[config.mk]
export PLATFORM = sky130hd
export DESIGN_NAME = packed_pixel_to_rgb888_top
export DESIGN_NICKNAME = d
export VERILOG_FILES = /design/src/rtl/pp2rgb_pkg.sv /design/src/rtl/pp2rgb_lane.sv /design/src/rtl/pp2rgb_merge.sv /design/src/rtl/packed_pixel_to_rgb888_top.sv
export SDC_FILE = /design/constraint.sdc
export NUM_CORES = 1
export LEC_CHECK = 0
export ABC_AREA = 1
export BUFFER_PORTS_ARGS = -buffer_cell sky130_fd_sc_hd__buf_4
export CAP_MARGIN = 25
export CORE_MARGIN = 2
export CORE_UTILIZATION = 50
export CTS_BUF_LIST = sky130_fd_sc_hd__clkbuf_16
export DETAILED_ROUTE_END_ITERATION = 7
export PLACE_DENSITY = 0.66
export RECOVER_POWER = 25
export SLEW_MARGIN = 40
export SYNTH_ARGS = -nofsm -noshare
export SYNTH_HDL_FRONTEND = slang
export SYNTH_HIERARCHICAL = 1
export SYNTH_SLANG_ARGS = --single-unit
[constraint.sdc]
create_clock -name clk -period 7.4 [get_ports clk]
set_clock_uncertainty 0.05 [all_clocks]
set_input_delay 1.85 -clock clk [delete_from_list [all_inputs] [get_ports clk]]
set_output_delay 1.85 -clock clk [all_outputs]
set_load 0.01 [all_outputs]
[src/rtl/pp2rgb_pkg.sv]
// ----------------------------------------------------------------------------
// pp2rgb_pkg
// Shared types, format codes and conversion constants for the packed pixel
// to RGB888 converter.
// ----------------------------------------------------------------------------
package pp2rgb_pkg;

  typedef enum logic [1:0] {
    FMT_YUYV   = 2'd0,
    FMT_RGB565 = 2'd1,
    FMT_UYVY   = 2'd2
  } fmt_t;

  typedef struct packed {
    logic [7:0] r;
    logic [7:0] g;
    logic [7:0] b;
  } pixel_t;

  // width of the fixed-point channel sum (Y*256 plus weighted chroma)
  localparam int SumW = 19;

  localparam logic signed [9:0] CoefRv = 10'sd359;
  localparam logic signed [9:0] CoefGu = 10'sd88;
  localparam logic signed [9:0] CoefGv = 10'sd183;
  localparam logic signed [9:0] CoefBu = 10'sd454;
  localparam logic [8:0]        ChromaOffset = 9'd128;

  localparam logic [7:0]  MaskR = 8'd248;
  localparam logic [15:0] MaskG = 16'd2016;
  localparam logic [7:0]  MaskB = 8'd31;

  // floor(x / 256), clamped to 0..255
  function automatic logic [7:0] scale_clamp(input logic signed [SumW-1:0] x);
    logic [7:0] res;
    if (x[SumW-1]) begin
      res = 8'd0;
    end else if (|x[SumW-2:16]) begin
      res = 8'd255;
    end else begin
      res = x[15:8];
    end
    return res;
  endfunction

endpackage

[src/rtl/pp2rgb_lane.sv]
// ----------------------------------------------------------------------------
// pp2rgb_lane
// One pixel lane: weighted chroma products and RGB565 unpack in the first stage,
// channel sums, scaling and clamping (or RGB565 pass-through) in the second.
// ----------------------------------------------------------------------------
module pp2rgb_lane
  import pp2rgb_pkg::*;
(
  input  logic       clk,
  input  logic       rst,
  input  logic       in_valid,
  input  fmt_t       fmt,
  input  logic [7:0] y,
  input  logic [7:0] u,
  input  logic [7:0] v,
  input  logic [7:0] lo,
  input  logic [7:0] hi,
  output logic       out_valid,
  output pixel_t     pix
);

  logic signed [8:0] u_c;
  logic signed [8:0] v_c;
  logic [15:0]       word565;

  logic                   s1_valid;
  fmt_t                   s1_fmt;
  logic [7:0]             s1_y;
  logic signed [SumW-1:0] s1_pr;
  logic signed [SumW-1:0] s1_pgu;
  logic signed [SumW-1:0] s1_pgv;
  logic signed [SumW-1:0] s1_pb;
  pixel_t                 s1_rgb;

  logic signed [SumW-1:0] y_ext;
  logic signed [SumW-1:0] sum_r;
  logic signed [SumW-1:0] sum_g;
  logic signed [SumW-1:0] sum_b;
  pixel_t                 pix_next;

  assign u_c     = $signed({1'b0, u} - ChromaOffset);
  assign v_c     = $signed({1'b0, v} - ChromaOffset);
  assign word565 = {hi, lo};

  always_ff @(posedge clk) begin
    if (rst) begin
      s1_valid <= 1'b0;
    end else begin
      s1_valid <= in_valid;
    end
    s1_fmt   <= fmt;
    s1_y     <= y;
    s1_pr    <= SumW'(v_c * CoefRv);
    s1_pgu   <= SumW'(u_c * CoefGu);
    s1_pgv   <= SumW'(v_c * CoefGv);
    s1_pb    <= SumW'(u_c * CoefBu);
    s1_rgb.r <= hi & MaskR;
    s1_rgb.g <= 8'((word565 & MaskG) >> 3);
    s1_rgb.b <= {lo[4:0] & MaskB[4:0], 3'b000};
  end

  assign y_ext = $signed({3'b000, s1_y, 8'h00});
  assign sum_r = y_ext + s1_pr;
  assign sum_g = y_ext - s1_pgu - s1_pgv;
  assign sum_b = y_ext + s1_pb;

  always_comb begin
    unique case (s1_fmt)
      FMT_YUYV, FMT_UYVY: begin
        pix_next.r = scale_clamp(sum_r);
        pix_next.g = scale_clamp(sum_g);
        pix_next.b = scale_clamp(sum_b);
      end
      FMT_RGB565: pix_next = s1_rgb;
      default:    pix_next = '0;
    endcase
  end

  always_ff @(posedge clk) begin
    if (rst) begin
      out_valid <= 1'b0;
    end else begin
      out_valid <= s1_valid;
    end
    pix <= pix_next;
  end

  a_valid_follows: assert property (@(posedge clk) disable iff (rst)
    s1_valid |=> out_valid)
    else $error("lane valid lost between stages");

  a_rgb565_low_bits: assert property (@(posedge clk) disable iff (rst)
    (s1_valid && s1_fmt == FMT_RGB565) |=> (pix.r[2:0] == 3'b000 && pix.b[2:0] == 3'b000
                                           && pix.g[1:0] == 2'b00))
    else $error("RGB565 unpack left low bits set");

endmodule

[src/rtl/pp2rgb_merge.sv]
// ----------------------------------------------------------------------------
// pp2rgb_merge
// Joins the two lane pixels into one result item and registers it with the
// done strobe.
// ----------------------------------------------------------------------------
module pp2rgb_merge
  import pp2rgb_pkg::*;
(
  input  logic   clk,
  input  logic   rst,
  input  logic   valid_first,
  input  logic   valid_second,
  input  pixel_t pix_first,
  input  pixel_t pix_second,
  output logic   done,
  output pixel_t res_first,
  output pixel_t res_second
);

  always_ff @(posedge clk) begin
    if (rst) begin
      done <= 1'b0;
    end else begin
      done <= valid_first & valid_second;
    end
    res_first  <= pix_first;
    res_second <= pix_second;
  end

endmodule

[src/rtl/packed_pixel_to_rgb888_top.sv]
// ----------------------------------------------------------------------------
// packed_pixel_to_rgb888_top
// Converts a 32-bit word holding two pixels (YUYV, UYVY or RGB565) into two
// RGB888 pixels using two conversion lanes and a merging output register.
// ----------------------------------------------------------------------------
// Throughput: one item per cycle; busy is always low, the lanes are pipelined.
// Depth is set by the lane multiply stage, the sum/clamp stage and the output
// register. Results cannot be stalled.
// Reset (rst, synchronous): clears pipeline valids and sets format to YUYV.
module packed_pixel_to_rgb888_top
  import pp2rgb_pkg::*;
(
  input  logic       clk,
  input  logic       rst,
  input  logic       cfg_we,
  input  logic [1:0] cfg_data,
  input  logic       start,
  output logic       busy,
  input  logic [7:0] byte_0,
  input  logic [7:0] byte_1,
  input  logic [7:0] byte_2,
  input  logic [7:0] byte_3,
  output logic       done,
  output logic [7:0] red_first,
  output logic [7:0] green_first,
  output logic [7:0] blue_first,
  output logic [7:0] red_second,
  output logic [7:0] green_second,
  output logic [7:0] blue_second
);

  fmt_t       fmt_sel;
  logic       accept;
  logic [7:0] y0, y1, u_s, v_s;
  logic       lane0_valid, lane1_valid;
  pixel_t     lane0_pix, lane1_pix;
  pixel_t     res_first, res_second;

  always_ff @(posedge clk) begin
    if (rst) begin
      fmt_sel <= FMT_YUYV;
    end else if (cfg_we) begin
      fmt_sel <= fmt_t'(cfg_data);
    end
  end

  assign busy   = 1'b0;
  assign accept = start & ~busy;

  // UYVY swaps luma and chroma byte positions
  always_comb begin
    if (fmt_sel == FMT_UYVY) begin
      y0  = byte_1;
      y1  = byte_3;
      u_s = byte_0;
      v_s = byte_2;
    end else begin
      y0  = byte_0;
      y1  = byte_2;
      u_s = byte_1;
      v_s = byte_3;
    end
  end

  pp2rgb_lane u_lane0 (
    .clk       (clk),
    .rst       (rst),
    .in_valid  (accept),
    .fmt       (fmt_sel),
    .y         (y0),
    .u         (u_s),
    .v         (v_s),
    .lo        (byte_0),
    .hi        (byte_1),
    .out_valid (lane0_valid),
    .pix       (lane0_pix)
  );

  pp2rgb_lane u_lane1 (
    .clk       (clk),
    .rst       (rst),
    .in_valid  (accept),
    .fmt       (fmt_sel),
    .y         (y1),
    .u         (u_s),
    .v         (v_s),
    .lo        (byte_2),
    .hi        (byte_3),
    .out_valid (lane1_valid),
    .pix       (lane1_pix)
  );

  pp2rgb_merge u_merge (
    .clk          (clk),
    .rst          (rst),
    .valid_first  (lane0_valid),
    .valid_second (lane1_valid),
    .pix_first    (lane0_pix),
    .pix_second   (lane1_pix),
    .done         (done),
    .res_first    (res_first),
    .res_second   (res_second)
  );

  assign red_first    = res_first.r;
  assign green_first  = res_first.g;
  assign blue_first   = res_first.b;
  assign red_second   = res_second.r;
  assign green_second = res_second.g;
  assign blue_second  = res_second.b;

  a_item_completes: assert property (@(posedge clk) disable iff (rst)
    accept |-> ##3 done)
    else $error("accepted item produced no result");

  a_no_spurious_done: assert property (@(posedge clk)
    done |-> $past(accept, 3))
    else $error("result without an accepted item");

  a_lanes_lockstep: assert property (@(posedge clk) disable iff (rst)
    lane0_valid == lane1_valid)
    else $error("pixel lanes out of step");

endmodule
### After elaboration in Yosys (flattened, before gate mapping)

Index checks and enable logic that the tools add are counted.

| word-level totals | value |
|---|---|
| register bits | 223 |
| input port bits | 38 |
| output and inout bits | 50 |
| word-level logic and storage cells | 72 |

| operators by class | value |
|---|---|
| $add $sub $neg | 10 |
| $mul | 4 |
| equal/unequal tests | 3 |
| multiplexer cells | 18 |
| reduce and logical (&&, ||, !) cells | 8 |

Operator list:

| operator | number |
|---|---|
| 2-to-1 mux 8 bit | 16 |
| one-hot mux 24 bit (2 select lines) | 2 |
| adder 17 x 19 -> 19 bit | 4 |
| subtractor 17 x 19 -> 19 bit | 2 |
| subtractor 19 bit | 2 |
| multiplier 9 x 9 -> 18 bit (second input constant) | 2 |
| multiplier 9 x 10 -> 19 bit (second input constant) | 1 |
| subtractor 8 x 8 -> 9 bit (second input constant) | 2 |
| multiplier 9 x 5 -> 14 bit (second input constant) | 1 |
| OR reduction 2 bit | 7 |
| == test 2 bit (second input constant) | 2 |
| == test 2 x 1 -> 1 bit (second input constant) | 1 |
| zero test 2 bit | 1 |

### Depth between registers and ports, before layout

Gate-level depths: netlist (run 1).

| depth | value |
|---|---|
| depth after elaboration | 6 |
| gate-level depth with buffers | 27 |
| mapped depth without buffers | 26 |

### Hierarchy

Netlist (run 1), hierarchy kept.

Modules (own cells, without submodules):

| module | instances | cells each | area each (µm²) | seq. area each (µm²) |
|---|---|---|---|---|
| pp2rgb_lane (u_lane1) | 1 | 1272 | 10037.1 | 2122.0 |
| pp2rgb_lane (u_lane0) | 1 | 1249 | 9942.0 | 2122.0 |
| pp2rgb_merge | 1 | 51 | 991.0 | 980.9 |
| packed_pixel_to_rgb888_top | 1 | 123 | 598.1 | 40.0 |

### Least setup slack after synthesis (run 1)

OpenSTA, ideal clock, no wires.

| timing | value |
|---|---|
| path type | input-to-reg |
| from | in byte_2[7] |
| to | reg u_lane0.s1_pr[16] |
| library setup time | 0.123 ns |
| arrival time | 6.254 ns |
| required time | 7.227 ns |
| setup slack | 0.973 ns |
| cell stages on the path | 19 |
| path buffers | 0 |
| path through | nand3_1 > nand2_1 > clkinv_1 > ha_1 > inv_1 > ha_1 > fa_1 > fa_1 > inv_1 > fa_1 > inv_1 > ha_1 > nand2_1 > or2_1 > nand3_1 > nand2_1 > nand2_1 > a21oi_1 > xor2_1 |

| on the way | value |
|---|---|
| word-level cells in the longest chain between the ends | 3 |

Ends and longest elaborated chain:

| what | line | RTL |
|---|---|---|
| start, declared | packed_pixel_to_rgb888_top.sv:21 | `input logic [7:0] byte_2,` |
| 2-to-1 mux 8 bit | packed_pixel_to_rgb888_top.sv:52 | `if (fmt_sel == FMT_UYVY) begin` |
| via v_s[7] | packed_pixel_to_rgb888_top.sv:34 | `logic [7:0] y0, y1, u_s, v_s;` |
| subtractor 8 x 8 -> 9 bit | pp2rgb_lane.sv:42 | `assign v_c = $signed({1'b0, v} - ChromaOffset);` |
| multiplier 9 x 10 -> 19 bit | pp2rgb_lane.sv:53 | `s1_pr <= SumW'(v_c * CoefRv);` |
| end signal, assigned | pp2rgb_lane.sv:53 |  |
| end, declared | pp2rgb_lane.sv:29 | `logic signed [SumW-1:0] s1_pr;` |

The timed path passes the listed nets, and every way through them passes these cells.
A chain may end at the register's enable or synchronous reset.

### Final worst setup path (run 1)

| timing | value |
|---|---|
| from | in byte_2[2] |
| to | reg u_lane0.s1_pr[16] |

Same word-level chain as after synthesis.

==> metrics, run 1 <==
status=finished clean; Leak=13.1 nW; IO Count=88; Setup Viol. Count Final=0; Netlist cell types=48; Synth Net Count=3227; DR vias/cell=4.99; initial antenna violation count=2; Placed Cells incl. Taps=3322; clk_lat worst skew=0.56 ns; worst hold slack=0.275 ns; drt first pass iters=5; Setup Total Neg Slack=0 ns; TritonCTS Buffers=29; share of cells above drive strength 1=6.93%; GR Util All Layers=23.8%; Crit Path Max Fanout=11; H-tree depth=1; Final Wtd Congestion=0.907; Max-slew headroom=45.2%; WL final=52100 microns; fmax=166 MHz; vias=16800; global route overflow=0; Slew @ Worst Pin=0.820 ns; commonest non-fill, non-tap cell in the layout=inv_1; Slew Viols, Final=0; cells after synthesis=2695; total number of yosys warnings=6; Mean Syn Cell Area=8.00 sq um; area of the multi-input gates=14000 sq um; FFs w/ async S/R, synth=0%; # hold bufs at CTS=0; Yosys reg bits=263; number of clock sinks=263; nets=3339; Worst Path Required=7.80 ns; min cycle time layout=6.02 ns; HP Class=reg -> reg; maximum vdd drop=269 uV; largest net degree at the start of global routing=36; PwrDens=503 nW/um^2; post-synthesis sequential area ratio=24.4%; # resized after CTS=0; Max-cap violations=0; CTS root buf=clkbuf_16; startpoint types=input port; Setup crit end kind=register; Post-Syn Area=21600 sq um; num rows=76; TritonCTS clock tree=built; Core Area=42800 sq um; Power Total=11.9 mW; die height=212 microns; critical path class=in -> reg; Final Cycle Share=81.3%; Starting Density=50.4%; RSZ-0062 raised after global routing=false; Port Buffers=86; non-filler cells, final=3375; fin util=55.4%; # DRC=0; first-pass GRT wire length=85100 microns; Synth Flop Type=dfxtp_1; Final Hold Fails=0; Worst EP arrival=6.41 ns; register area=5270 sq um; # Post-CTS Setup Buffers=0; DRT iter0 DRCs=920; commonest non-fill, non-tap cells in the layout=inv_1 (575), nand2_1 (539), ha_1 (356); area delta synth->final=9.94%; hpwl dp=43000 microns; Post-synth EDFFs=0; routed length per placed instance=15.4 microns; Clk pin slew, worst setup/hold paths=0.06 ns; die width=212 microns; Die ar.=44800 sq um; # fillers=4046; vias in the first global route=17100; ANT nets after route=0; clk buf depth=3
-- through the flow --
stage,instance area (sq um),setup slack (ns)
after detailed placement,22900,0.882
after global placement,22900,0.966
final,23700,1.38
after floorplan,21600,0.973
after global routing,23700,1.07
after CTS,23800,1.47
-- critical path, cell delays in order --
cell      delay, ns
clkbuf_1       0.11
nand3_1        0.09
nand2_1        0.55
buf_4          0.32
ha_1           0.29
ha_1           0.29
fa_1           0.48
fa_1           0.57
inv_1          0.06
fa_1           0.49
inv_1          0.04
ha_1           0.37
nand2_1        0.10
or2_1          0.23
nand3_1        0.13
nand2_1        0.10
nand2_1        0.10
a21oi_1        0.08
xor2_1         0.15
-- state kept, by name (all words and copies together) (netlist names), 2 cells and up --
name	flops
u_lane0/pix	24
u_lane0/s1_pgv	18
u_lane1/s1_fmt	2
u_lane1/s1_rgb	16
u_lane1/s1_pgv	18
u_lane1/s1_pgu	11
u_lane1/s1_y	8
u_lane0/s1_pgu	11
u_lane1/s1_pb	14
u_lane0/s1_pr	11
u_lane0/s1_fmt	2
u_merge/res_second	24
u_merge/res_first	24
u_lane1/pix	24
u_lane0/s1_rgb	16
u_lane0/s1_pb	14
u_lane1/s1_pr	11
u_lane0/s1_y	8
fmt_sel	2
-- power breakdown --
part	switching [mW]	internal, mW	total [mW]
sequential	0.241	2.04	2.28
clock	0.630	0.796	1.43
combinational	5.12	3.09	8.21
total	5.99	5.93	11.9
-- cell type report --
type,instances,share of cell area (%)
multi-input cells,1826,58.9
clock inverters,23,0.876
flip-flops and latches,263,22.2
repair buffers,100,2.75
diodes,1,0.0106
clock buffers,29,3.06
inverters,587,9.29
well taps,546,2.88
-- cells in the mapped netlist (3+ instances only) --
library cell	count	area share (%)
nand2_4	5	0.26
inv_2	12	0.21
o21ai_0	46	1.1
nand2_2	11	0.32
nand3_2	9	0.42
dfxtp_1	263	24
a211oi_1	3	0.10
nor3_1	17	0.39
inv_1	573	10
nand3_4	3	0.24
nand2_1	540	9.4
buf_6	4	0.21
nor2_1	137	2.4
o21ai_2	5	0.20
a21o_1	16	0.56
nand3_1	152	3.5
xor2_1	91	3.7
nand4_1	32	0.93
a21oi_1	122	2.8
buf_2	5	0.12
nor2_2	8	0.23
o21ai_1	31	0.72
buf_4	7	0.24
a31oi_1	6	0.17
or2_2	6	0.17
ha_1	356	21
nand3b_1	7	0.24
a21boi_0	5	0.17
fa_1	138	13
clkbuf_1	3	0.052
o21bai_1	14	0.49
o211ai_1	3	0.10
xnor2_1	41	1.7
-- routing by layer --
metal  track usage [%]  vias up  part of all wire, %
met2              42.3      353                   48
met3              2.73       80                  3.7
met5                 0        -                    0
li1                  -     8643                    -
met4              6.31        0                  2.7
met1              30.5     7762                   46
-- cell families (layout without fill, tap and decap cells) --
kind of cell | count (synthesis) | in the layout | synth area share, %
compound gates | 261 | 261 | 6.83
xor+xnor | 132 | 132 | 5.36
fa+ha+maj | 494 | 494 | 33.5
buf+inv | 606 | 739 | 10.8
flops | 263 | 263 | 24.4
other cells | 1 | 2 | 0.0174
simple gates | 938 | 938 | 19.1
-- worst paths after layout --
kind | from | to | slack (ns) | cells after the start
setup reg to reg | fmt_sel[0] | u_lane1/s1_pr[16] | 1.62 | 25
hold / removal | u_lane1/pix[11] | u_merge/res_second[11] | 0.27 | 0
setup / recovery | byte_2[2] | u_lane0/s1_pr[16] | 1.38 | 19
hold reg to reg | u_lane1/pix[11] | u_merge/res_second[11] | 0.27 | 0
Power figures use the tool's default switching activity.
==> inputs of run 2 (changes only) <==
--- a/config.mk
+++ b/config.mk
@@ -5,7 +5,7 @@
 export SDC_FILE = /design/constraint.sdc
 export NUM_CORES = 1
 export LEC_CHECK = 0
-export ABC_AREA = 1
+export ABC_AREA = 0
 export BUFFER_PORTS_ARGS = -buffer_cell sky130_fd_sc_hd__buf_4
 export CAP_MARGIN = 25
 export CORE_MARGIN = 2
==> constraint.sdc (replaced) <==
create_clock -name clk -period 6 [get_ports clk]
set_clock_uncertainty 0.05 [all_clocks]
set_input_delay 1.5 -clock clk [delete_from_list [all_inputs] [get_ports clk]]
set_output_delay 1.5 -clock clk [all_outputs]
set_load 0.01 [all_outputs]
==> metrics, run 2 <==
area delta synth->final=13.2%; Max-cap violations=0; Mean Syn Cell Area=9.83 sq um; Starting Density=50.9%; Final Wtd Congestion=0.877; Yosys reg bits=263; vias in the first global route=14200; RSZ-0062 raised after global routing=false; Clk pin slew, worst setup/hold paths=0.06 ns; # hold bufs at CTS=0; die height=203 microns; global route overflow=0; # fillers=3423; Post-synth EDFFs=0; first-pass GRT wire length=70900 microns; Slew Viols, Final=0; Post-synth top cells=inv_1 (389), ha_1 (356), dfxtp_1 (263); Worst Path Required=6.39 ns; routed length per placed instance=16.0 microns; delay of the slowest cell on the worst path=0.54 ns; crit-path cells=clkbuf_1 > mux2_2 > buf_12 > inv_1 > ha_1 > inv_1 > fa_1 > inv_1 > fa_1 > inv_1 > fa_1 > inv_1 > fa_1 > inv_1 > ha_1 > nand4_1 > o211ai_1 > nand2_1 > a21oi_1 > a211oi_1 > o21bai_1 > a21oi_1 > xnor2_1; Max-slew headroom=42.4%; Post-Syn Area=19700 sq um; Worst EP arrival=5.98 ns; largest net degree at the start of global routing=23; TritonCTS clock tree=built; crit-path most repeated cell=inv_1; share of cells above drive strength 1=11.5%; CTS root buf=clkbuf_16; startpoint types=input port; critical path class=in -> reg; Die ar.=41100 sq um; commonest non-fill, non-tap cell in the layout=inv_1; top cell type's share of synthesized area=26.7%; GR Util All Layers=21.5%; Final Hold Fails=0; DRT iter0 DRCs=595; Setup Viol. Count Final=0; IO Count=88; commonest non-fill, non-tap cells in the layout=inv_1 (395), ha_1 (356), dfxtp_1 (263); Netlist cell types=100; Leak=11.3 nW; Core Area=38800 sq um; HP Class=reg -> reg; status=finished clean; Synth Flop Type=dfxtp_1; maximum vdd drop=300 uV; post-synthesis sequential area ratio=26.7%; die width=203 microns; Slew @ Worst Pin=0.864 ns; initial antenna violation count=5; # resized after CTS=0; DR vias/cell=5.15; # Post-CTS Setup Buffers=0; most frequent cell after synthesis=inv_1; total number of yosys warnings=6; ANT nets after route=0; Setup crit end kind=register; Crit path max-delay family=adder cells; drt first pass iters=5; slowest CP cell=fa_1; clk buf depth=3; Synth Net Count=2540; number of clock sinks=263; Placed Cells incl. Taps=2659; # DRC=0; fin util=57.6%; clk_lat worst skew=0.56 ns; WL final=43500 microns; Setup Total Neg Slack=0 ns; FFs w/ async S/R, synth=0%; cells after synthesis=2008; min cycle time layout=5.59 ns; non-filler cells, final=2715; PwrDens=561 nW/um^2; fmax=179 MHz; vias=14000; nets=2705; Crit Path Max Fanout=6; num rows=72; hpwl dp=35900 microns; area leader, netlist=dfxtp_1; TritonCTS Buffers=30; CP bufs+invs=8; H-tree depth=1; Area contributors post-synth=dfxtp_1 (27%), ha_1 (23%), fa_1 (14%), inv_1 (7.4%), xnor2_1 (4.6%); Final Cycle Share=93.2%; Port Buffers=86
==> run 2: cell count changes in the layout (fill, tap and decap cells not counted), moves of 22 or more <==
cell / previous run / this run
a21oi_1: 122 / 89
buf_4: 74 / 124
inv_1: 575 / 395
mux2_2: 0 / 24
nand2_1: 539 / 71
nand3_1: 152 / 15
nand4_1: 32 / 10
nor2_1: 136 / 95
nor2b_1: 0 / 23
xnor2_1: 41 / 103
xor2_1: 91 / 30
==> run 2: logic make-up (layout without fill, tap and decap cells) <==
group | after synthesis | count (layout) | synth area share [%]
mux | 44 | 44 | 2.69
xor+xnor | 133 | 133 | 5.90
simple gates | 319 | 319 | 8.05
other cells | 1 | 2 | 0.0190
compound gates | 342 | 342 | 12.0
flops | 263 | 263 | 26.7
buf+inv | 412 | 600 | 8.14
fa+ha+maj | 494 | 494 | 36.5
==> run 2: worst paths after layout <==
path                            cells after the start  slack, ns      startpoint                    end
worst max register to register                     20       0.49      fmt_sel[1]      u_lane0/s1_pb[18]
worst min register to register                      0       0.28  u_lane1/pix[1]  u_merge/res_second[1]
worst max-delay path                               23       0.41       byte_2[1]      u_lane1/s1_pr[18]
worst min-delay path                                0       0.28  u_lane1/pix[1]  u_merge/res_second[1]
==> run 2: cell type report <==
class / instances / area (sq um) / area share, %
multi-input cells: 1333 / 12900 / 57.7
clock inverters: 24 / 224 / 1.00
flip-flops and latches: 263 / 5270 / 23.5
repair buffers: 154 / 1080 / 4.85
diodes: 1 / 2.50 / 0.0112
inverters: 391 / 1470 / 6.57
clock buffers: 31 / 776 / 3.47
well taps: 518 / 648 / 2.90
==> run 2: per-layer routing <==
metal	global-route usage [%]	share of wire, %	vias up
met5	0	0.021	-
li1	-	-	7009
met2	35.7	46	214
met3	2.60	4.0	70
met1	29.4	47	6678
met4	6.65	2.7	2
==> run 2: worst register-to-register path: cells and delay by family (launching register included) <==
family	cells	cell delay, ns
XOR/XNOR	1	0.13
buffers and inverters	6	0.84
AND/OR/NAND/NOR	2	0.85
flip-flops	1	0.42
AO/OA/AOI/OAI	5	0.96
multiplexers	1	0.45
adder cells (fa/ha/maj)	5	1.73
==> run 2: metrics by stage <==
stage	area, sq um	hold WS, ns	setup slack (ns)	total power, mW
global placement	21400	0.260	-0.0480	10.5
CTS	22500	0.276	0.441	12.6
global route	22400	0.279	0.114	13.8
detailed placement	21500	0.262	-0.160	10.7
floorplan	19800	0.260	0.0100	8.71
finish	22400	0.276	0.410	12.5
==> run 2: power by group <==
part           internal [mW]  switching [mW]  total (mW)
sequential              2.49           0.258        2.75
combinational           3.55            4.39        7.94
clock                   1.11           0.748        1.85
total                   7.15            5.40        12.5
